**config.mk**
```make
export PLATFORM = sky130hd
export DESIGN_NAME = alarm_clock_mode_controller
export DESIGN_NICKNAME = d
export VERILOG_FILES = /design/src/rtl/acmc_pkg.sv /design/src/rtl/alarm_clock_mode_controller.sv
export SDC_FILE = /design/constraint.sdc
export NUM_CORES = 1
export LEC_CHECK = 0
export ABC_AREA = 1
export BUFFER_PORTS_ARGS = -buffer_cell sky130_fd_sc_hd__buf_2
export CAP_MARGIN = 20
export CORE_MARGIN = 2
export CORE_UTILIZATION = 45
export DETAILED_ROUTE_END_ITERATION = 8
export PLACE_DENSITY_LB_ADDON = 0.12
export SLEW_MARGIN = 10
export SYNTH_ARGS = -nofsm -noshare
export SYNTH_HDL_FRONTEND = slang
export SYNTH_SLANG_ARGS = --single-unit
```
**constraint.sdc**
```tcl
create_clock -name clk -period 5.4 [get_ports clk]
set_input_delay 0.81 -clock clk [delete_from_list [all_inputs] [get_ports clk]]
set_output_delay 0.81 -clock clk [all_outputs]
set_load 0.005 [all_outputs]
```
**src/rtl/acmc_pkg.sv**
```systemverilog
// types, codes and helper functions of the alarm clock mode controller
package acmc_pkg;

  localparam int unsigned DelayWidth  = 10;
  localparam int unsigned PeriodWidth = 8;
  localparam int unsigned HoursWidth  = 6;
  localparam int unsigned MinWidth    = 7;
  localparam int unsigned CfgIdxWidth = 2;
  localparam int unsigned CfgDatWidth = 10;

  localparam logic [DelayWidth-1:0]  DELAY_RESET  = 10'd100;
  localparam logic [PeriodWidth-1:0] PERIOD_RESET = 8'd10;

  localparam logic [MinWidth-1:0] HOURS_MAX   = 7'h23;
  localparam logic [MinWidth-1:0] MINUTES_MAX = 7'h59;

  // button press classes
  localparam logic [1:0] PRESS_IDLE  = 2'd0;
  localparam logic [1:0] PRESS_SHORT = 2'd1;
  localparam logic [1:0] PRESS_LONG  = 2'd2;

  // mode codes as seen on the result channel
  localparam logic [1:0] CODE_IDLE      = 2'd0;
  localparam logic [1:0] CODE_RING      = 2'd1;
  localparam logic [1:0] CODE_SET_TIME  = 2'd2;
  localparam logic [1:0] CODE_SET_ALARM = 2'd3;

  // configuration register indexes
  localparam logic [CfgIdxWidth-1:0] CFG_REPEAT_DELAY  = 2'd0;
  localparam logic [CfgIdxWidth-1:0] CFG_REPEAT_PERIOD = 2'd1;

  typedef enum logic [3:0] {
    MODE_IDLE      = 4'b0001,
    MODE_RING      = 4'b0010,
    MODE_SET_TIME  = 4'b0100,
    MODE_SET_ALARM = 4'b1000
  } mode_state_t;

  typedef struct packed {
    logic                   armed;
    logic [DelayWidth-1:0]  delay;
    logic [PeriodWidth-1:0] period;
  } repeat_t;

  typedef struct packed {
    repeat_t st;
    logic    fire;
  } repeat_res_t;

  function automatic logic [1:0] mode_code(input mode_state_t m);
    logic [1:0] c;
    case (m)
      MODE_IDLE:      c = CODE_IDLE;
      MODE_RING:      c = CODE_RING;
      MODE_SET_TIME:  c = CODE_SET_TIME;
      MODE_SET_ALARM: c = CODE_SET_ALARM;
      default:        c = CODE_IDLE;
    endcase
    return c;
  endfunction

  // bcd increment with wrap at max, done at minutes width
  function automatic logic [MinWidth-1:0] bcd_inc(input logic [MinWidth-1:0] v,
                                                  input logic [MinWidth-1:0] max);
    logic [MinWidth-1:0] r;
    if (v >= max) begin
      r = '0;
    end else if (v[3:0] >= 4'd9) begin
      r = {v[MinWidth-1:4] + 3'd1, 4'd0};
    end else begin
      r = v + 7'd1;
    end
    return r;
  endfunction

  function automatic repeat_res_t repeat_step(input repeat_t r,
                                              input logic [1:0] cur,
                                              input logic [1:0] prev,
                                              input logic [DelayWidth-1:0] dly,
                                              input logic [PeriodWidth-1:0] per);
    repeat_res_t      res;
    logic [PeriodWidth:0] p;
    res.st   = r;
    res.fire = 1'b0;
    p        = {1'b0, r.period} + 9'd1;
    if (cur == PRESS_LONG && prev != PRESS_LONG) begin
      res.st.armed = 1'b1;
    end else if (cur == PRESS_LONG && prev == PRESS_LONG && r.armed) begin
      if (r.delay < dly) begin
        res.st.delay = r.delay + 10'd1;
      end else if (p >= {1'b0, per}) begin
        res.st.period = '0;
        res.fire      = 1'b1;
      end else begin
        res.st.period = p[PeriodWidth-1:0];
      end
    end else if (cur == PRESS_IDLE) begin
      res.st = '0;
    end
    return res;
  endfunction

endpackage

```
**src/rtl/alarm_clock_mode_controller.sv**
```systemverilog
// alarm clock mode controller: mode machine, bcd editing and auto-repeat
//
// One input request is one handler tick: both button classes, the rtc time
// in bcd, the alarm pulse and the led dim status. Each tick gives exactly
// one result: the mode after the tick, the shown time and the time and alarm
// write, blink and screen-clear strobes.
// A request is taken when in_valid is high and in_stall is low; a result
// leaves when out_valid is high and out_stall is low.
// An accepted tick lands in the input register; the mode logic then reads
// it combinationally and fills the result register. One tick per cycle is
// sustained while the receiver does not stall; the mode and repeat
// registers update once per tick that leaves the input register.
// When the receiver stalls the result register holds, the input register
// fills behind it and in_stall rises only when both are occupied.
// The configuration port is always ready; index 0 is the repeat delay,
// index 1 the repeat period, other indexes are ignored. Write it only
// while no tick is in flight.
// Reset (rst_n low, synchronous) empties both registers, returns to idle
// mode with all edit and repeat state cleared and restores the default
// delay of 100 and period of 10 ticks.
module alarm_clock_mode_controller (
  input  logic                              clk,
  input  logic                              rst_n,
  input  logic                              in_valid,
  output logic                              in_stall,
  input  logic [1:0]                        in_button0_press,
  input  logic [1:0]                        in_button1_press,
  input  logic                              in_alarm_event,
  input  logic                              in_led_dim,
  input  logic [acmc_pkg::HoursWidth-1:0]   in_rtc_hours,
  input  logic [acmc_pkg::MinWidth-1:0]     in_rtc_minutes,
  output logic                              out_valid,
  input  logic                              out_stall,
  output logic [1:0]                        out_mode,
  output logic [acmc_pkg::HoursWidth-1:0]   out_shown_hours,
  output logic [acmc_pkg::MinWidth-1:0]     out_shown_minutes,
  output logic                              out_write_time,
  output logic                              out_write_alarm,
  output logic                              out_blink_start,
  output logic                              out_blink_stop,
  output logic                              out_clear_screen,
  input  logic                              cfg_valid,
  output logic                              cfg_ready,
  input  logic [acmc_pkg::CfgIdxWidth-1:0]  cfg_index,
  input  logic [acmc_pkg::CfgDatWidth-1:0]  cfg_data
);
  import acmc_pkg::*;

  // configuration
  logic [DelayWidth-1:0]  delay_cfg_r;
  logic [PeriodWidth-1:0] period_cfg_r;

  // input register
  logic                  s1_valid_r;
  logic [1:0]            s1_b0_r, s1_b1_r;
  logic                  s1_ev_r, s1_dim_r;
  logic [HoursWidth-1:0] s1_rh_r;
  logic [MinWidth-1:0]   s1_rm_r;

  // block state
  mode_state_t           mode_r, mode_nxt;
  logic [1:0]            prev0_r, prev1_r;
  logic                  pend_r, pend_nxt;
  logic                  ring_r, ring_nxt;
  logic                  loaded_r, loaded_nxt;
  logic [HoursWidth-1:0] edit_h_r, edit_h_nxt, alarm_h_r, alarm_h_nxt;
  logic [MinWidth-1:0]   edit_m_r, edit_m_nxt, alarm_m_r, alarm_m_nxt;
  repeat_t               rep_h_r, rep_h_nxt, rep_m_r, rep_m_nxt;

  // result values
  logic [HoursWidth-1:0] sh_nxt;
  logic [MinWidth-1:0]   sm_nxt;
  logic                  wt_nxt, wa_nxt, bs_nxt, bp_nxt;

  logic                  advance;
  logic                  new0, new1;
  logic                  is_time;
  logic [HoursWidth-1:0] cur_h, new_h;
  logic [MinWidth-1:0]   cur_m, new_m;
  repeat_res_t           rh_res, rm_res;

  assign cfg_ready = 1'b1;
  assign advance   = s1_valid_r && (!out_valid || !out_stall);
  assign in_stall  = s1_valid_r && !advance;

  always_ff @(posedge clk) begin
    if (!rst_n) begin
      delay_cfg_r  <= DELAY_RESET;
      period_cfg_r <= PERIOD_RESET;
    end else if (cfg_valid && cfg_ready) begin
      case (cfg_index)
        CFG_REPEAT_DELAY:  delay_cfg_r  <= cfg_data;
        CFG_REPEAT_PERIOD: period_cfg_r <= cfg_data[PeriodWidth-1:0];
        default: ;
      endcase
    end
  end

  always_ff @(posedge clk) begin
    if (!rst_n) begin
      s1_valid_r <= 1'b0;
    end else if (!in_stall) begin
      s1_valid_r <= in_valid;
    end
  end

  always_ff @(posedge clk) begin
    if (in_valid && !in_stall) begin
      s1_b0_r  <= in_button0_press;
      s1_b1_r  <= in_button1_press;
      s1_ev_r  <= in_alarm_event;
      s1_dim_r <= in_led_dim;
      s1_rh_r  <= in_rtc_hours;
      s1_rm_r  <= in_rtc_minutes;
    end
  end

  assign new0    = (s1_b0_r == PRESS_LONG) && (prev0_r != PRESS_LONG);
  assign new1    = (s1_b1_r == PRESS_LONG) && (prev1_r != PRESS_LONG);
  assign is_time = (mode_r == MODE_SET_TIME);

  // value being edited; set time picks up the rtc time on entry
  always_comb begin
    if (is_time) begin
      cur_h = loaded_r ? edit_h_r : s1_rh_r;
      cur_m = loaded_r ? edit_m_r : s1_rm_r;
    end else begin
      cur_h = alarm_h_r;
      cur_m = alarm_m_r;
    end
  end

  assign rh_res = repeat_step(rep_h_r, s1_b0_r, prev0_r, delay_cfg_r, period_cfg_r);
  assign rm_res = repeat_step(rep_m_r, s1_b1_r, prev1_r, delay_cfg_r, period_cfg_r);

  // a short press and a repeat fire never coincide, so one increment at most
  always_comb begin
    logic [MinWidth-1:0] h_inc;
    h_inc = bcd_inc({1'b0, cur_h}, HOURS_MAX);
    new_h = (s1_b0_r == PRESS_SHORT || rh_res.fire) ? h_inc[HoursWidth-1:0] : cur_h;
    new_m = (s1_b1_r == PRESS_SHORT || rm_res.fire) ? bcd_inc(cur_m, MINUTES_MAX) : cur_m;
  end

  always_comb begin
    logic wrote;
    wrote       = 1'b0;
    mode_nxt    = mode_r;
    pend_nxt    = pend_r | s1_ev_r;
    ring_nxt    = ring_r;
    loaded_nxt  = loaded_r;
    edit_h_nxt  = edit_h_r;
    edit_m_nxt  = edit_m_r;
    alarm_h_nxt = alarm_h_r;
    alarm_m_nxt = alarm_m_r;
    rep_h_nxt   = rep_h_r;
    rep_m_nxt   = rep_m_r;
    wt_nxt      = 1'b0;
    wa_nxt      = 1'b0;
    bs_nxt      = 1'b0;
    bp_nxt      = 1'b0;
    case (mode_r)
      MODE_IDLE: begin
        if (pend_nxt) begin
          pend_nxt = 1'b0;
          mode_nxt = MODE_RING;
        end else if (new0 && s1_b1_r != PRESS_LONG) begin
          mode_nxt = MODE_SET_TIME;
        end else if (new1) begin
          mode_nxt = MODE_SET_ALARM;
        end
      end
      MODE_RING: begin
        bs_nxt   = !ring_r;
        ring_nxt = 1'b1;
        if (s1_b0_r == PRESS_SHORT || s1_b1_r == PRESS_SHORT || new0 || new1) begin
          mode_nxt = MODE_IDLE;
          ring_nxt = 1'b0;
          bp_nxt   = 1'b1;
        end else if (s1_dim_r && ring_r) begin
          // dim is stale on the tick that starts the blink
          mode_nxt = MODE_IDLE;
          ring_nxt = 1'b0;
        end
      end
      MODE_SET_TIME, MODE_SET_ALARM: begin
        if (s1_b0_r == PRESS_LONG && s1_b1_r == PRESS_LONG) begin
          wrote     = 1'b1;
          mode_nxt  = MODE_IDLE;
          rep_h_nxt = '0;
          rep_m_nxt = '0;
          if (is_time) begin
            wt_nxt     = 1'b1;
            loaded_nxt = 1'b0;
            edit_h_nxt = cur_h;
            edit_m_nxt = cur_m;
          end else begin
            wa_nxt = 1'b1;
          end
        end else begin
          rep_h_nxt = rh_res.st;
          rep_m_nxt = rm_res.st;
          if (is_time) begin
            loaded_nxt = 1'b1;
            edit_h_nxt = new_h;
            edit_m_nxt = new_m;
          end else begin
            alarm_h_nxt = new_h;
            alarm_m_nxt = new_m;
          end
        end
      end
      default: begin
        mode_nxt = MODE_IDLE;
      end
    endcase

    if (wrote) begin
      sh_nxt = cur_h;
      sm_nxt = cur_m;
    end else if (mode_nxt == MODE_SET_TIME && loaded_nxt) begin
      sh_nxt = edit_h_nxt;
      sm_nxt = edit_m_nxt;
    end else if (mode_nxt == MODE_SET_ALARM) begin
      sh_nxt = alarm_h_nxt;
      sm_nxt = alarm_m_nxt;
    end else begin
      sh_nxt = s1_rh_r;
      sm_nxt = s1_rm_r;
    end
  end

  always_ff @(posedge clk) begin
    if (!rst_n) begin
      mode_r    <= MODE_IDLE;
      prev0_r   <= PRESS_IDLE;
      prev1_r   <= PRESS_IDLE;
      pend_r    <= 1'b0;
      ring_r    <= 1'b0;
      loaded_r  <= 1'b0;
      edit_h_r  <= '0;
      edit_m_r  <= '0;
      alarm_h_r <= '0;
      alarm_m_r <= '0;
      rep_h_r   <= '0;
      rep_m_r   <= '0;
    end else if (advance) begin
      mode_r    <= mode_nxt;
      prev0_r   <= s1_b0_r;
      prev1_r   <= s1_b1_r;
      pend_r    <= pend_nxt;
      ring_r    <= ring_nxt;
      loaded_r  <= loaded_nxt;
      edit_h_r  <= edit_h_nxt;
      edit_m_r  <= edit_m_nxt;
      alarm_h_r <= alarm_h_nxt;
      alarm_m_r <= alarm_m_nxt;
      rep_h_r   <= rep_h_nxt;
      rep_m_r   <= rep_m_nxt;
    end
  end

  // result register
  always_ff @(posedge clk) begin
    if (!rst_n) begin
      out_valid <= 1'b0;
    end else if (!out_valid || !out_stall) begin
      out_valid <= s1_valid_r;
    end
  end

  always_ff @(posedge clk) begin
    if (advance) begin
      out_mode          <= mode_code(mode_nxt);
      out_shown_hours   <= sh_nxt;
      out_shown_minutes <= sm_nxt;
      out_write_time    <= wt_nxt;
      out_write_alarm   <= wa_nxt;
      out_blink_start   <= bs_nxt;
      out_blink_stop    <= bp_nxt;
      out_clear_screen  <= (mode_nxt != mode_r);
    end
  end

endmodule
```
==> impl_metrics.py, run 1 <==
metrics = {
    "logic_synthesis": {
        "async_reset_ff_share_pct": 0,
        "seq_area_frac_synth_pct": 36.2,
        "ys_types": 48,
        "synthSimpleGateAreaFrac_pct": 30.9,
        "synth_edf_count": 39,
        "synth_top_area_share_pct": 22.4,
        "synth_adder_area_share_pct": 7.07,
        "synth_area_um2": 8490,
        "syn_area_per_cell_um2": 6.97,
        "synthXorXnorAreaFrac_pct": 1.75,
        "synth_nets": 1303,
        "synth_ff_type": "dfxtp_1",
        "synth_top_family_by_area": "simple AND/OR/NAND/NOR gates",
        "ys_seq_elements": 134,
        "synth-compound-area-share_pct": 14.2,
        "synth_top_area_cell": "dfxtp_1",
        "muxShareOfSynthArea_pct": 0,
        "synthCells": 1219,
        "synthTopCellsByArea": "dfxtp_1 22%, nand2_1 15%, edfxtp_1 14%",
        "ys_warn_count": 0,
    },
    "floorplan": {
        "die_w_um": 141,
        "num_rows": 50,
        "die_y_um": 141,
        "core_um2": 18600,
        "dieArea_um2": 20000,
        "initial_core_util_pct": 45.6,
        "pin_count": 59,
    },
    "sta": {
        "setup_violations": 0,
        "rsz0062_at_grt": "no",
        "tns_ns": 0,
        "setup_slack_ns": 2.03,
        "slew_violations": 0,
        "relSlewSlack_pct": 39.8,
        "max_freq_ghz": 0.297,
        "post-route-period-util_pct": 62.4,
        "hold_ws_ns": 0.474,
        "period_needed_ns": 3.37,
        "finClkSkew_ns": 0.0108,
        "hold_violations": 0,
        "tightest_slew_ns": 0.901,
    },
    "critical_path": {
        "cp_common_cell": "nand2_1",
        "cp-end-kind": "flip-flop",
        "cp.required_ns": 5.69,
        "crit_end": "out_shown_hours[0]",
        "startpoint_type": "flip-flop",
        "r2r_slack_ns": 2.03,
        "path_cells": "inv_1 > nor2_1 > inv_1 > nor2_1 > inv_1 > nor3_1 > xnor2_1 > inv_1 > ha_1 > nand2_1 > nor4_1 > nand2_1 > nand3_1 > nand2_1 > nand2_1 > nand2_1 > nand3_1 > nand2_1 > nand2_1 > nand2_1 > nand2_1 > nand2_1 > nand2_1",
        "cp.depth": 23,
        "slowest_stage": "dfxtp_1",
        "critPathTopFamily": "simple AND/OR/NAND/NOR gates",
        "arrival_ns": 3.66,
        "reg2reg_depth": 23,
        "crit_start": "rep_h_r[0]",
        "path_class": "flip-flop to flip-flop",
        "timing.rr.end": "out_shown_hours[0]",
        "path_max_fanout": 7,
        "crit_buf_inv": 4,
        "reg2reg_from": "rep_h_r[0]",
        "cp_slowest_stage_delay_ns": 0.38,
    },
    "worst_hold_path": {
        "worstHoldPathType": "flip-flop to flip-flop",
        "hold_start": "rep_m_r[18]",
    },
    "detailed_routing": {
        "drt_iter0_drc": 581,
        "drc_errors": 0,
        "drt_wl_total_um": 22300,
        "ant_nets": 0,
        "drt_first_pass_iters": 5,
        "viasPerCell": 5.19,
        "vias": 7842,
        "routedWlPerCell_um": 14.7,
    },
    "clocking": {
        "cts_hold_buf": 0,
        "cts_tree": "yes",
        "clockRootBuffer": "clkbuf_16",
        "clock_latency_ns": 0.43,
        "cts_sinks": 134,
        "post_cts_buffers": 0,
        "clk_pin_slew_worst_paths_ns": 0.06,
        "clk_path_buf_depth": 2,
        "htreeDepth": 4,
        "cts_made_buffers": 17,
        "ctsResizeCount": 0,
    },
    "global_routing": {
        "grt_antenna_before_repair": 0,
        "grt_pass1_wl_um": 36400,
        "grt_util_all_layers_pct": 22.8,
        "grt_pass1_vias": 7114,
        "grt_max_degree": 74,
        "grt-ovfl-total": 0,
    },
    "placement": {
        "io_buffers": 57,
        "dp_slack_ns": 2.10,
        "dp_cells": 1480,
        "dpl.hpwl_um": 15900,
        "place.gp.congestion": 0.851,
    },
    "final_layout": {
        "instances_no_fill": 1512,
        "layout.nets": 1349,
        "fillers": 1880,
        "drive_gt1_share_pct": 12.8,
        "area_delta_synth_final_pct": 12.4,
        "diodes": 0,
    },
    "power_and_ir_drop": {
        "leakage_nw": 4.42,
        "finalPower_mw": 2.64,
        "power_density_nw_per_um2": 276,
        "peakVddDrop_v": 0.000237,
    },
    "outcome": {
        "outcome": "finished, final reports clean",
    },
    "flow_run": {
        "drv_cap": 0,
    },
}
## state kept, by name, summed over array words and instances (netlist names), 2 cells and up
signal / flops
s1_rm_r: 7
alarm_h_r: 6
out_mode: 2
rep_h_r: 19
period_cfg_r: 8
alarm_m_r: 7
rep_m_r: 19
s1_b0_r: 2
prev1_r: 2
prev0_r: 2
s1_b1_r: 2
out_shown_hours: 6
mode_r: 4
edit_h_r: 6
edit_m_r: 7
delay_cfg_r: 10
s1_rh_r: 6
out_shown_minutes: 7
## Yosys cell counts (3+ instances only)
cell type / number
o211ai_1: 7
nor2_2: 8
inv_1: 153
buf_6: 3
o21ai_0: 84
nand2_4: 7
a211oi_1: 3
buf_2: 10
nand2_2: 14
nand2_1: 349
nand3_1: 80
or2_2: 5
xor2_1: 11
nand3b_1: 4
nor4_1: 4
dfxtp_1: 95
nor3_1: 18
inv_2: 17
nor3_2: 3
o21ai_2: 4
edfxtp_1: 39
nor3b_1: 6
clkbuf_1: 20
a21oi_1: 100
o21ai_1: 9
nor2_4: 4
nand4_1: 9
nor2_1: 75
xnor2_1: 6
ha_1: 48
## power breakdown
part	internal [mW]	total (mW)	switching [mW]	leakage, nW
Sequential	1.08	1.10	0.0208	1.15
Combinational	0.0978	0.306	0.208	2.97
Clock	0.757	1.23	0.477	0.302
Total	1.93	2.64	0.706	4.42
## per-stage QoR
stage               area, um2  utilization, %
finish                   9550            51.2
global route             9550            51.2
CTS                      9550            51.2
detailed placement       8930            47.9
global placement         8930            47.9
floorplan                8490               -
## cells by family (layout without fill, tap and decap cells)
kind of cell,after synthesis,after routing
buffers and inverters,208,267
adders and majority gates,48,48
and+or+nand+nor,590,590
xor gates and xnor gates,17,17
DFF,134,134
AOI/OAI and AO/OA,221,221
other,1,1
## metal layers
metal / vias up / GRT usage [%] / routed length, um
li1: 4055 / - / -
met1: 3537 / 33.6 / 11300
met2: 228 / 34.5 / 9570
met3: 22 / 3.98 / 1170
met4: 0 / 5.79 / 249
met5: - / 0 / 0
## worst reg2reg max path, cell delays in order, from the launching register on
cell	delay, ns
dfxtp_1	0.38
inv_1	0.08
nor2_1	0.11
inv_1	0.06
nor2_1	0.13
inv_1	0.07
nor3_1	0.22
xnor2_1	0.15
inv_1	0.07
ha_1	0.33
nand2_1	0.06
nor4_1	0.31
nand2_1	0.08
nand3_1	0.13
nand2_1	0.19
nand2_1	0.20
nand2_1	0.10
nand3_1	0.11
nand2_1	0.08
nand2_1	0.07
nand2_1	0.07
nand2_1	0.06
nand2_1	0.05
nand2_1	0.10
## worst min-delay path by stage
stage	endpoint	slack, ns	depth (start not counted)
2_1_floorplan	rep_m_r[18]	0.44	2
3_3_place_gp	rep_m_r[18]	0.45	2
3_5_place_dp	rep_m_r[18]	0.46	2
4_1_cts	rep_m_r[18]	0.47	2
5_1_grt	rep_m_r[18]	0.51	2
6_report	rep_m_r[18]	0.47	2
## placed cells by master (no fill, tap or decap), drive strengths merged
cell,count
nand2,370
inv,174
a21oi,101
o21ai,99
dfxtp,95
nor2,88
nand3,81
buf,62
ha,48
edfxtp,39
nor3,21
clkbuf,18
xor2,11
nand4,9
clkinv,8
o211ai,7
xnor2,6
nor3b,6
nor4,6
or2,5
nand3b,4
a211oi,3
bufinv,3
o2111ai,2
o21a,2
o21bai,2
o211a,2
clkinvlp,2
a21boi,1
a31oi,1
a21o,1
conb,1
## final cells by class
class / count / area (um2) / area share, %
tap: 234 / 293 / 3.07
timing repair buffer: 62 / 323 / 3.38
clock buffer: 18 / 450 / 4.72
multi-input combinational: 877 / 4590 / 48.1
sequential: 134 / 3070 / 32.2
inverter: 173 / 651 / 6.81
clock inverter: 14 / 169 / 1.77
(Power assumes the default switching activity.)
==> run 2: changes to the inputs <==
--- a/config.mk
+++ b/config.mk
@@ -5,7 +5,7 @@
 export SDC_FILE = /design/constraint.sdc
 export NUM_CORES = 1
 export LEC_CHECK = 0
-export ABC_AREA = 1
+export ABC_AREA = 0
 export BUFFER_PORTS_ARGS = -buffer_cell sky130_fd_sc_hd__buf_2
 export CAP_MARGIN = 20
 export CORE_MARGIN = 2
==> constraint.sdc (replaced) <==
create_clock -name clk -period 2.85 [get_ports clk]
set_input_delay 0.4275 -clock clk [delete_from_list [all_inputs] [get_ports clk]]
set_output_delay 0.4275 -clock clk [all_outputs]
set_load 0.005 [all_outputs]
==> run 2 against run 1 <==
The run now ends with setup timing left. Clock skew increased by 0.00054 ns. Wire length is 8.0% higher. Register-to-register slack worse by 2.2 ns. Die area decreased by 6.4%. Global-route usage is 3.0 points higher.
==> impl_metrics.py, run 2 <==
metrics = {
    "sta": {
        "post-route-period-util_pct": 106,
        "slew_violations": 0,
        "finClkSkew_ns": 0.0113,
        "setup_violations": 22,
        "rsz0062_at_grt": "yes",
        "max_freq_ghz": 0.332,
        "tightest_slew_ns": 0.605,
        "setup_slack_ns": -0.163,
        "hold_violations": 0,
        "period_needed_ns": 3.01,
        "relSlewSlack_pct": 59.7,
        "tns_ns": -1.96,
    },
    "final_layout": {
        "fillers": 1513,
        "reg.largest.list": "rep_h_r: 19 flops, rep_m_r: 19 flops, delay_cfg_r: 10 flops",
        "multi_input_area_um2": 5040,
        "regArea_um2": 3090,
        "diodes": 0,
        "layout_commonest_cell": "buf_4",
        "layout.nets": 1188,
        "drive_gt1_share_pct": 32.0,
        "final_cell_mix": "138 x buf_4, 110 x nand2_1, 87 x dfxtp_1",
        "area_delta_synth_final_pct": 35.5,
    },
    "floorplan": {
        "core_um2": 17300,
        "num_rows": 48,
        "dieArea_um2": 18700,
        "die_y_um": 137,
        "pin_count": 59,
        "initial_core_util_pct": 45.9,
        "die_w_um": 137,
    },
    "global_routing": {
        "grt_pass1_vias": 7285,
        "grt_pass1_wl_um": 37000,
        "grt_antenna_before_repair": 0,
        "grt_util_all_layers_pct": 25.8,
        "grt_max_degree": 34,
        "grt-ovfl-total": 0,
    },
    "detailed_routing": {
        "wl_met2_um": 12100,
        "routedWlPerCell_um": 17.9,
        "dr_wl_met3_um": 1080,
        "drc_errors": 0,
        "top_layer": "met4",
        "drt_iter0_drc": 492,
        "drt_wl_total_um": 24100,
        "wl_met1_um": 10200,
        "drt_first_pass_iters": 5,
        "viasPerCell": 5.59,
        "ant_nets": 0,
        "vias": 7506,
    },
    "critical_path": {
        "cp_slowest_stage_delay_ns": 0.34,
        "path_cells": "ha_4 > and3_4 > and3_4 > xor2_1 > ha_1 > nand4_1 > o31ai_4 > a211oi_2 > o41ai_4 > buf_12 > nand3_2 > nor2_2 > a21oi_2 > a221oi_2",
        "arrival_ns": 3.25,
        "cp-end-kind": "flip-flop",
        "path_class": "flip-flop to flip-flop",
        "startpoint_type": "flip-flop",
        "slowest_stage": "dfxtp_2",
        "cp_common_cell": "and3_4",
        "path_max_fanout": 8,
        "cp.required_ns": 3.09,
    },
    "logic_synthesis": {
        "ys_types": 81,
        "synth_top_cells_by_count": "117 x nand2_1, 95 x dfxtp_1, 95 x nor2_1",
        "seq_area_frac_synth_pct": 38.7,
        "synth_top_area_share_pct": 24.0,
        "synth_most_common_cell": "nand2_1",
        "synth_nets": 993,
        "synthTopCellsByArea": "dfxtp_1 24%, edfxtp_1 15%, ha_1 7.6%",
        "syn_area_per_cell_um2": 8.73,
        "async_reset_ff_share_pct": 0,
        "ys_seq_elements": 134,
        "synthCells": 909,
        "synth_ff_type": "dfxtp_1",
        "ys_warn_count": 0,
        "synth_edf_count": 39,
        "synth_area_um2": 7930,
        "synth_top_area_cell": "dfxtp_1",
    },
    "outcome": {
        "outcome": "complete, but fails checks",
        "violations": "setup timing",
    },
    "clocking": {
        "htreeDepth": 4,
        "cts_made_buffers": 17,
        "clk_pin_slew_worst_paths_ns": 0.06,
        "cts_tree": "yes",
        "clk_path_buf_depth": 2,
        "clock_latency_ns": 0.42,
        "cts_hold_buf": 0,
        "cts_sinks": 134,
        "clockRootBuffer": "clkbuf_16",
    },
    "worst_hold_path": {
        "worstHoldPathType": "input port to flip-flop",
    },
    "placement": {
        "place.gp.congestion": 0.872,
        "io_buffers": 57,
        "dpl.hpwl_um": 16600,
    },
    "flow_run": {
        "drv_cap": 0,
    },
    "power_and_ir_drop": {
        "finalPower_mw": 4.98,
        "power_density_nw_per_um2": 463,
        "peakVddDrop_v": 0.000450,
        "leakage_nw": 4.65,
    },
}
[run 2: what timing repair did]
| action | 4_1_cts | 5_1_grt |
|---|---|---|
| buffers inserted | 17 | 6 |
| gates resized for setup | 49 | 60 |
| pin swaps | 25 | 25 |
| setup endpoints to repair | 36 | 50 |
| gates cloned | 1 | 1 |
[run 2: worst paths after layout]
kind	from	endpoint	slack [ns]	cells past startpoint
setup / recovery	rep_m_r[1]	out_shown_minutes[5]	-0.16	14
setup reg to reg	rep_m_r[1]	out_shown_minutes[5]	-0.16	14
hold reg to reg	delay_cfg_r[8]	delay_cfg_r[8]	0.47	2
hold / removal	in_rtc_hours[1]	s1_rh_r[1]	0.17	1
[run 2: layout make-up]
type	instances	share of cell area, %
Inverter	36	1.26
Sequential cell	134	28.7
Clock buffer	19	4.03
Multi-Input combinational cell	705	46.9
Clock inverter	13	1.89
Timing Repair Buffer	210	14.6
Tap cell	225	2.62
[run 2: power by group]
group | leakage [nW] | internal [mW] | switching [mW] | total, mW
sequential | 1.15 | 2.02 | 0.0334 | 2.06
combinational | 3.19 | 0.225 | 0.272 | 0.497
clock | 0.309 | 1.55 | 0.871 | 2.42
[run 2: kinds of logic after synthesis]
kind of cell	Yosys count	synth area share, %
AND/OR/NAND/NOR	352	21.7
AO/OA/AOI/OAI	247	21.2
flip-flops	134	38.7
buffers and inverters	70	3.85
adder cells (fa/ha/maj)	48	7.57
multiplexers	30	3.96
XOR/XNOR	27	2.98
other	1	0.0473
[run 2: critical path, delay by kind of cell (launching register included)]
family	cells	cell delay (ns)
flops	1	0.34
simple gates	5	0.69
fa+ha+maj	2	0.46
xor+xnor	1	0.14
buf+inv	1	0.18
compound gates	5	1.01
[run 2: routing by layer]
layer | vias to the layer above | GRT usage [%]
met5 | - | 0
met4 | 0 | 9.97
met3 | 47 | 4.93
met2 | 226 | 45.8
met1 | 3562 | 30.6
li1 | 3671 | -
[run 2: per-stage QoR]
step	area [um2]	util (%)	hold slack (ns)	cells	setup WS [ns]
finish	10800	62.2	0.173	1342	-0.163
global route	10800	62.2	0.156	1342	-0.273
CTS	10400	60.3	0.164	1336	-0.150
detailed placement	9440	54.6	0.463	1286	-0.221
global placement	9440	54.6	0.450	1286	-0.160
floorplan	8020	-	0.429	909	-0.256
